===== config.mk =====
export PLATFORM = sky130hd
export DESIGN_NAME = spf_mod
export DESIGN_NICKNAME = d
export VERILOG_FILES = /design/src/rtl/spf_mod.sv
export SDC_FILE = /design/constraint.sdc
export NUM_CORES = 1
export LEC_CHECK = 0
export CELL_PAD_IN_SITES_DETAIL_PLACEMENT = 1
export CELL_PAD_IN_SITES_GLOBAL_PLACEMENT = 2
export CORE_AREA = 5 5 42 44
export CTS_CLUSTER_DIAMETER = 30
export DETAILED_ROUTE_END_ITERATION = 10
export DIE_AREA = 0 0 47 49
export DONT_BUFFER_PORTS = 1
export GPL_TIMING_DRIVEN = 0
export PLACE_DENSITY_LB_ADDON = 0.2
export SLEW_MARGIN = 0
export SYNTH_ARGS = -nofsm -noshare
export SYNTH_HDL_FRONTEND = slang
export SYNTH_SLANG_ARGS = --single-unit

===== constraint.sdc =====
create_clock -name clk -period 0.8 [get_ports clk]
set_input_delay 0.12 -clock clk [delete_from_list [all_inputs] [get_ports clk]]
set_output_delay 0.12 -clock clk [all_outputs]
set_load 0.05 [all_outputs]

===== src/rtl/spf_mod.sv =====
`timescale 1ns / 1ps
`default_nettype none
// ----------------------------------------------------------------------------
// spf_mod
// Two-stage remainder by a constant: reciprocal multiply, then one
// back-multiply, subtract and single correction step.
// ----------------------------------------------------------------------------
module spf_mod #(
	parameter int DIVISOR = 256,
	parameter int IN_W    = 11
) (
	input  wire logic                       clk,
	input  wire logic [IN_W-1:0]            value,
	output logic      [$clog2(DIVISOR)-1:0] rem
);

	localparam int SHIFT = 2 * IN_W;
	localparam int PW    = IN_W + SHIFT + 1;
	localparam logic [SHIFT:0]   RECIP = (SHIFT + 1)'((64'd1 << SHIFT) / DIVISOR);
	localparam logic [IN_W-1:0]  DIV_C = IN_W'(DIVISOR);

	logic [IN_W-1:0]   v_s1;
	logic [PW-1:0]     prod_s1;
	logic [IN_W-1:0]   quot;
	logic [2*IN_W-1:0] back;
	logic [IN_W-1:0]   diff;
	logic [IN_W-1:0]   rem_s2;

	// stage 1: quotient estimate, low by at most one
	always_ff @(posedge clk) begin
		v_s1    <= value;
		prod_s1 <= PW'(value) * PW'(RECIP);
	end

	// stage 2: remainder with one correction
	always_comb begin
		quot = prod_s1[SHIFT +: IN_W];
		back = (2 * IN_W)'(quot) * (2 * IN_W)'(DIV_C);
		diff = v_s1 - back[IN_W-1:0];
	end

	always_ff @(posedge clk) begin
		rem_s2 <= (diff >= DIV_C) ? (diff - DIV_C) : diff;
	end

	assign rem = rem_s2[$clog2(DIVISOR)-1:0];

endmodule
`default_nettype wire


==> results list, run 1 <==
- Failing checks: setup timing
- Largest cells by area after synthesis: sky130_fd_sc_hd__dfxtp_1 100%
* Total clock buffers created by CTS: 3
* Area of the multi-input gates: 0 um2
* Drt pass-1 iters: 2
- Maximum number of pins on one net before global-route repair: 10
* Cell depth of the worst min-delay path: 0
* TritonCTS Sinks: 16
- Switching share of total power: 0.228
* Startpoint Class: flop
- Cell Int Power: 1.13 mW
- Max VDD drop: 0.830 mV
- The cell count after synthesis came out at 16.
* Wire length of the first global-routing pass: 876 um
* Post-synthesis xor/xnor area fraction: 0
- At the end of routability-driven placement, the weighted congestion stood at 0.581.
- Post-placement worst setup slack: 0.0697 ns
* Commonest cells in the synthesized netlist: 16 x sky130_fd_sc_hd__dfxtp_1
- Relative area change from synthesis to final layout: 52.0%
* Vias after detailed routing: 151
- Avg Inst Size Synth: 20.0 um2
- Setup repair after global routing missed its margin: yes
- Across every metal layer, demand over resource in global routing totals 0.0687.
- The share of total power dissipated in sequential elements is 0.627.
* Top-Level Pins: 20
- At the worst endpoint, the arrival time is 0.73 ns.
* Logic pwr share: 0.020
* Simple-gate share of the synthesized area: 0
* # placed instances: 32
- The number of cells on the worst reg-to-reg path is 0.
- CTS Root Buffer Type: sky130_fd_sc_hd__clkbuf_4
* Post-route minimum period: 0.848 ns
- Of the synthesized area, sequential elements account for 1.00.
- After synthesis the cells add up to 320 um2.
- Layout multi-input combinational cell count: 0
- The compound-cell area share of the yosys netlist came to 0.
- Power density over the cells: 3010 mW/mm2
- # rows: 14
* Total congestion overflow after global routing: 0
* Hold Path Class: flop to flop
* Distinct cells, synth: 1
* Fin nets: 41
* Sw Pwr: 0.334 mW
* Count of final max-slew check failures: 0
* Tot Pwr: 1.47 mW
- Per-cell via count in the routed design: 3.43
- Longest Clk Path Bufs: 2
- The share of total power dissipated in the clock network is 0.353.
- Post-DRT Antenna Nets: 0
- Post-Syn Nets: 28
- Wires add up to 543 um.
- Derived from the worst setup path, the maximum achievable clock frequency is 1180 MHz.
- Core Footprint: 0.00140 mm2
- FF-to-FF setup slack: 0.39 ns
- TritonCTS built the clock tree.
- Port Buffer Count: 0
- After synthesis, the share of cell area in mux cells is 0.
- Clock insertion delay at the later pin of the skew report: 0.28 ns
- Counting buffers and inverters, the worst setup path is 0 cells deep.
- Measured on the finished design, the core utilization comes to 0.347.
- Primary flip-flop cell chosen by synthesis mapping: sky130_fd_sc_hd__dfxtp_1
- The synthesized design spends more area on one cell type than any other, namely sky130_fd_sc_hd__dfxtp_1.
* Overall die height: 49 um
* Count of filler cells inserted in the layout: 146
- Setup slack of the critical path after layout: -0.0483 ns
- Antenna violations before repair: 0
* Number of levels the H-tree was split into: 1
* Count of final setup violators: 8
- Dividing the detail-routed wire length by the instance count gives 12.3 um.
- For the worst setup path, the data required time is 0.68 ns.
* Peak fanout along the critical path: 1
- Fraction of the mapped netlist area in adder cells: 0
* Number of remaining DRC errors: 0
- Slew at the pin closest to its max-slew limit: 0.159 ns
- By instance count, the leading cell after synthesis is sky130_fd_sc_hd__dfxtp_1.
- Run status: complete, but fails checks
- Critical path class: flop to output pin
- Number of flip-flops and latches in the synthesized netlist: 16
- The initial utilization of the core area, before any placement, comes to 0.229.
- The die covers 0.00230 mm2.
- Number of max-cap violations: 0
* Reg area: 350 um2
- After the first detailed-routing iteration, the DRC count stood at 2.
* Number of global-route vias before repair: 186
- In the finished design, the share of the clock period the worst path needs comes to 1.06.
- Share of Yosys cell area claimed by the top area cell type: 1.00
- Antenna Cells: 0
- Worst max-slew margin expressed relative to the limit: 0.894
- Clock-pin slew was measured on the worst setup and hold paths at 0.09 ns.
* Share of layout cells above drive strength 1: 0.429
* Static Leak: 0.192 nW
* Number of synthesized flops with an enable pin: 0
- Post-synthesis async set-or-reset flop share: 0
- The worst setup path is captured at an output pin.
- The die is 47 um wide.
- Synthesis Warnings: 0
* Final hold vios: 0
- Number of standard cells in the final layout excluding fillers: 44
* Final setup skew: 0.00351 ns
## final cells by class
class / instances / area share
clock buffer: 4 / 0.0746
timing repair buffer: 8 / 0.165
sequential: 16 / 0.720
tap: 16 / 0.0411
## flip-flops by register name, indices dropped and copies added, names as in the netlist
signal	count
rem_s2	8
prod_s1	8
## cell usage in the layout, fill, tap and decap left out
cell type | synthesis | routed
sky130_fd_sc_hd__dlygate4sd3_1 | 0 | 8
sky130_fd_sc_hd__clkbuf_8 | 0 | 1
sky130_fd_sc_hd__dfxtp_4 | 0 | 8
sky130_fd_sc_hd__dfxtp_1 | 16 | 8
sky130_fd_sc_hd__clkbuf_4 | 0 | 3
## cell families after synthesis
| kind of cell | count (synthesis) |
|---|---|
| flip-flops | 16 |
## metal layers
metal | vias up | GRT usage | wire (um)
met5 | - | 0 | 0
met4 | 0 | 0.0691 | 8
met3 | 2 | 0.0923 | 114
met2 | 15 | 0.0769 | 241
met1 | 62 | 0.0515 | 179
li1 | 72 | - | -
## final timing paths
| kind | startpoint | end |
|---|---|---|
| max | rem_s2[2] | rem[2] |
| min | prod_s1[16] | rem_s2[2] |
| max reg2reg | prod_s1[17] | rem_s2[3] |
| min reg2reg | prod_s1[16] | rem_s2[2] |
## through the flow
step / hold WS (ns) / TNS, ns / cell area [um2]
final: 0.329 / -0.358 / 487
after global routing: 0.337 / -0.763 / 487
after CTS: 0.330 / -0.543 / 487
after detailed placement: 0.148 / 0 / 340
after global placement: 0.148 / 0 / 340
after floorplan: 0.148 / 0 / 320
## power groups by stage
stage               Sequential (mW)  Clock [mW]  Combinational [mW]
floorplan                     0.942           0                   0
global placement              0.947           0                   0
detailed placement            0.948           0                   0
CTS                           0.920       0.555              0.0299
global route                  0.925       0.608              0.0324
finish                        0.919       0.517              0.0299
## what timing repair did
item                       CTS  global route
buffers inserted             0             0
hold endpoints to repair     8             0
pin swaps                    0             0
resized for setup           16             0
setup endpoints to repair    8             8
hold buffers                 8             0
No activity file was read; power rests on OpenSTA's default activity.
==> run 2: changes to the inputs <==
Settings changed: CELL_PAD_IN_SITES_GLOBAL_PLACEMENT 2 to 1.
==> run 2 against run 1 <==
- the run still ends with setup timing left
- maximum frequency up 1.5%
- final area shrank 2.8%
- cell count down 2.3%
- via count increased by 0.66%
- worst hold slack lost 0.0015 ns
- sequential share of layout area rose by 2.1 points
- die area stayed put
- sequential power hardly changed
- worst setup slack gained 0.013 ns
==> results list, run 2 (synthesis gave the netlist of run 1 again) <==
* Run status: complete, but fails checks
- Failing checks: setup timing
- Share of layout cells above drive strength 1: 0.407
- Kind of end point of the critical path: output pin
- Fmax: 1200 MHz
- Counting every sink on the clock net gives 16.
- Number of buffers inserted to repair setup after CTS: 0
- Final hold vios: 0
- For this run, the detailed router's first-pass iteration total came to 1.
- Total clock buffers created by CTS: 3
* Violation count after the first detailed-route iteration: 0
- From synthesis to final layout, the design area changed by 47.7%.
- Terminating pin of the worst hold path: rem_s2[4]
- Peak fanout along the critical path: 1
- The first global-routing pass estimated 621 um of wire.
- For this configuration, the core starts out at a cell density of 0.229.
- Met3 Use GR: 0.0443
- In the global route stage, overall resource usage came out at 0.0453.
* Worst max-slew margin expressed relative to the limit: 0.896
- During I/O placement, the number of pins put on the boundary was 20.
- The cell sitting at the root of the clock tree is a sky130_fd_sc_hd__clkbuf_4.
- Static Leak: 0.185 nW
* Critical path class: flop to output pin
* Cell Int Power: 1.03 mW
* Switching share of total power: 0.229
* Longest Clk Path Bufs: 2
- Number of levels the H-tree was split into: 1
- The design draws 1.34 mW.
* Grt met2 use: 0.0633
- The tightest min-delay check is of the flop to flop type.
* Cell depth of the worst min-delay path: 0
- Power density over the cells: 2820 mW/mm2
- The total area inside the core boundary comes to 0.00140 mm2.
- Vias after detailed routing: 152
- Top library cells by usage in the layout, fill and taps aside: 8 x sky130_fd_sc_hd__dlygate4sd3_1, 8 x sky130_fd_sc_hd__dfxtp_1, 8 x sky130_fd_sc_hd__dfxtp_4
- Across the run, the number of max-cap violations was 0.
- Setup violations remaining at the end of the flow were counted as 8.
- Subtracting the final worst setup slack from the clock period gives 0.836 ns.
* Area of the multi-input gates: 0 um2
- Port buffering added 0 buffers.
- Worst Reg2Reg Path Length in Cells: 0
* Setup repair after global routing missed its margin: yes
* Overall die height: 49 um
- Post-Route WL: 466 um
* Number of remaining DRC errors: 0
* Die area: 0.00230 mm2
* Number of global-route vias before repair: 148
* Sw Pwr: 0.306 mW
- Routed WL per cell: 10.8 um
- Clock insertion delay at the later pin of the skew report: 0.27 ns
- R2R Path Start: prod_s1[14]
- Count of final max-slew check failures: 0
* Antenna Cells: 0
* Maximum number of pins on one net before global-route repair: 9
- Post-CTS clock slew at the launch and capture registers of the worst setup and hold paths: 0.09 ns
- Chip width: 47 um
* Antenna violations before repair: 0
- In the post-route analysis, the smallest setup slack over all paths is -0.0357 ns.
- On the final layout, the worst clock skew is 0.000210 ns.
* Data arrival, critical path: 0.72 ns
- In the routed layout, each cell is associated on average with a via count of 3.53.
- Met1 Track Usage GR: 0.0335
- Logic pwr share: 0.022
- Slew at the pin closest to its max-slew limit: 0.156 ns
- GP Congestion: 0.518
* Layer with the highest usage: met2
- TritonCTS built the clock tree.
* Top Registers: prod_s1: 8 flops, rem_s2: 8 flops
- Of the total power, registers draw 0.687.
* Max VDD drop: 0.947 mV
- Summed negative setup slack over all endpoints: -0.229 ns
- Data on the critical path is required at its endpoint by 0.68 ns.
- The net count of the finished layout is 41.
- The layout contains a multi-input combinational cell count of 0.
- Part of the cycle the worst path needs: 1.04
- Post-DRT Antenna Nets: 0
- The initialized floorplan defines 14 standard-cell rows.
- The total overflow left after global routing is 0.
* R2R Path End: rem_s2[0]
- FF-to-FF setup slack: 0.40 ns
- Part of the total power dissipated in the clock network: 0.291
- The startpoint identified for the worst hold timing path is prod_s1[18].
- Startpoint Class: flop
[run 2: cell types whose count changed in the layout (fill, tap and decap cells not counted)]
cell                       previous run  this run
sky130_fd_sc_hd__clkbuf_8             1         0
[run 2: worst max path at each step]
stage               endpoint      start  slack, ns  cells after the start
CTS                   rem[6]  rem_s2[6]      -0.04                      0
floorplan             rem[0]  rem_s2[0]       0.09                      0
finish                rem[6]  rem_s2[6]      -0.04                      0
detailed placement    rem[1]  rem_s2[1]       0.07                      0
global placement      rem[1]  rem_s2[1]       0.07                      0
global route          rem[1]  rem_s2[1]      -0.06                      0
[run 2: per-layer routing]
metal,vias to the layer above,wire length (um)
li1,70,-
met4,0,0
met1,74,160
met2,8,263
met3,0,43
met5,-,0
[run 2: repair_timing]
| action | 4_1_cts | 5_1_grt |
|---|---|---|
| hold buffers | 8 | 0 |
| setup endpoints to repair | 8 | 8 |
| endpoints found under the hold margin | 8 | 0 |
| resized for setup | 16 | 0 |
| pin swaps | 0 | 0 |
[run 2: metrics by stage]
step	instance area (um2)	std cells	setup WS, ns	util	hold slack, ns
after global routing	473	43	-0.0595	0.338	0.337
after global placement	340	32	0.0748	0.243	0.148
after CTS	473	43	-0.0429	0.338	0.329
after detailed placement	340	32	0.0671	0.243	0.148
final	473	43	-0.0357	0.338	0.327
after floorplan	320	16	0.0927	-	0.148
[run 2: area by class of cell]
cell class / count / area, um2
well taps: 16 / 20.0
flip-flops and latches: 16 / 350
clock buffers: 3 / 22.5
fillers: 153 / 928
repair buffers: 8 / 80.1
[run 2: power groups by stage]
stage	logic, mW	registers (mW)	clock network, mW
detailed placement	0	0.947	0
floorplan	0	0.942	0
global route	0.0320	0.923	0.439
global placement	0	0.946	0
finish	0.0296	0.917	0.389
CTS	0.0299	0.918	0.405
==> run 3: changes to the inputs <==
Settings changed: CORE_AREA 5 5 42 44 to 3 3 40 42, DIE_AREA 0 0 47 49 to 0 0 43 45.
==> run 3 against run 2 <==
- the flow still finishes with violations (setup timing)
- global-route usage rose by 0.34 points
- clock-buffer cell count rose by 1
- cell count did not move
- largest power group unchanged
==> results list, run 3 (synthesis gave the netlist of run 1 again) <==
- Run status: complete, but fails checks
- Failing checks: setup timing
- DP Area: 339 um2
- Tot GR Track Use: 0.0487
- Once detail routing completed, the nets flagged for antenna violations numbered 0.
* Switching share of total power: 0.219
* Max VDD drop: 1.51 mV
- R2R Path Start: prod_s1[17]
- The floorplan has 13 rows.
- The clock arrives with 0.00257 ns of skew.
- The tool flagged a number of max-cap violations equal to 0.
* Antenna violations before repair: 0
- For the pin with the worst max-slew slack, the measured transition is 0.155 ns.
* Count of final setup violators: 8
- The die is 43 um wide.
* Kind of end point of the critical path: output pin
- Number of standard cells in the final layout excluding fillers: 43
- The number of slew-limit violations in the final report was 0.
* Static Leak: 0.192 nW
- Overall die height: 45 um
- Fmax: 1200 MHz
- TritonCTS built the clock tree.
- Post-CTS clock slew at the launch and capture registers of the worst setup and hold paths: 0.08 ns
* Summed negative setup slack over all endpoints: -0.285 ns
* CTS Root Buffer Type: sky130_fd_sc_hd__clkbuf_4
- Antenna Cells: 0
- From synthesis to final layout, the design area changed by 51.6%.
* Hold path start: prod_s1[20]
* Setup slack of the critical path after layout: -0.0368 ns
* Sw Pwr: 0.317 mW
- Counting the buffers created by CTS gives 3.
- The worst path in the final design needs a cycle of 0.837 ns, including I/O delays and setup.
- The share of total power dissipated in combinational logic is 0.020.
* Wire length of the first global-routing pass: 600 um
* Power density over the cells: 2980 mW/mm2
* Vias after detailed routing: 152
- Setup repair after global routing missed its margin: yes
* TritonCTS Sinks: 16
* Worst hold slack: 0.329 ns
- Total congestion overflow after global routing: 0
- In the layout the commonest cells are 8 x sky130_fd_sc_hd__dlygate4sd3_1, 8 x sky130_fd_sc_hd__dfxtp_1, 8 x sky130_fd_sc_hd__dfxtp_4.
- Number of global-route vias before repair: 153
- Final Cell Area: 485 um2
- Tot Pwr: 1.45 mW
* Share of layout cells above drive strength 1: 0.429
- At the end of routability-driven placement, the weighted congestion stood at 0.508.
- Of all nets on the critical path, the largest fanout is 1.
- The worst hold path belongs to the class flop to flop.
* Final core utilization: 0.378
- Drt pass-1 iters: 2
- Of the available clock period, the critical path in the final layout requires 1.05.
- Initial core utilization: 0.249
- Violation count after the first detailed-route iteration: 3
* Fin nets: 41
- The count of buffers added on input and output ports is 0.
- Worst max-slew margin expressed relative to the limit: 0.897
* Required time at the endpoint of the critical path: 0.68 ns
- In this run the number of H-tree levels came out at 1.
- The count of final hold-check violations is 0.
- Count of filler cells inserted in the layout: 140
- Post-placement worst setup slack: 0.0687 ns
- Data arrives at the worst endpoint at 0.72 ns.
- Post-Route WL: 408 um
* Routed WL per cell: 9.49 um
- Number of remaining DRC errors: 0
- The share of total power dissipated in sequential elements is 0.632.
* Crit. Startpoint: rem_s2[3]
- In the routed layout, each cell is associated on average with a via count of 3.53.
- # placed instances: 31
- Die area: 0.00194 mm2
- Multi-input combinational cells in the finished layout were counted as 0.
- The largest registers in the layout are prod_s1: 8 flops, rem_s2: 8 flops.
- Top-Level Pins: 20
- Clock insertion delay at the later pin of the skew report: 0.28 ns
* Part of the total power dissipated in the clock network: 0.347
* Cell Int Power: 1.13 mW
- Maximum number of pins on one net before global-route repair: 10
- The multi-input combinational cells in the finished layout cover a total of 0 um2.
- The core region is 0.00128 mm2.
- Startpoint Class: flop
- The clock passes through at most 2 buffers.
* Critical path class: flop to output pin
[run 3: cell types whose count changed in the layout (fill, tap and decap cells not counted), sizes merged]
cell	change
clkbuf	+1
[run 3: area by class of cell]
| type | instances | area (um2) | share of cell area |
|---|---|---|---|
| Tap cell | 15 | 18.8 | 0.0387 |
| Clock buffer | 4 | 36.3 | 0.0747 |
| Sequential cell | 16 | 350 | 0.722 |
| Timing Repair Buffer | 8 | 80.1 | 0.165 |
[run 3: power groups by stage]
stage | clock [mW] | sequential, mW | combinational, mW
after global placement | 0 | 0.945 | 0
final | 0.503 | 0.916 | 0.0296
after detailed placement | 0 | 0.947 | 0
after CTS | 0.530 | 0.918 | 0.0304
after floorplan | 0 | 0.942 | 0
after global routing | 0.569 | 0.921 | 0.0321
[run 3: worst paths after layout]
kind	endpoint	slack, ns	depth (start not counted)
min reg2reg	rem_s2[6]	0.33	0
max	rem[3]	-0.04	0
min	rem_s2[6]	0.33	0
max reg2reg	rem_s2[3]	0.40	0
[run 3: routing by layer]
layer	vias to the layer above	track usage	share of wire
met4	0	0.0181	0
met5	-	0	0
met2	10	0.0838	0.57
met3	0	0.0598	0.13
li1	73	-	-
met1	69	0.0296	0.30
[run 3: what timing repair did]
action	CTS	global route
endpoints found under the hold margin	8	0
endpoints found under the setup margin	8	8
gates cloned	0	0
hold buffers	8	0
resized for setup	16	0
pin swaps	0	0
setup buffers	0	0
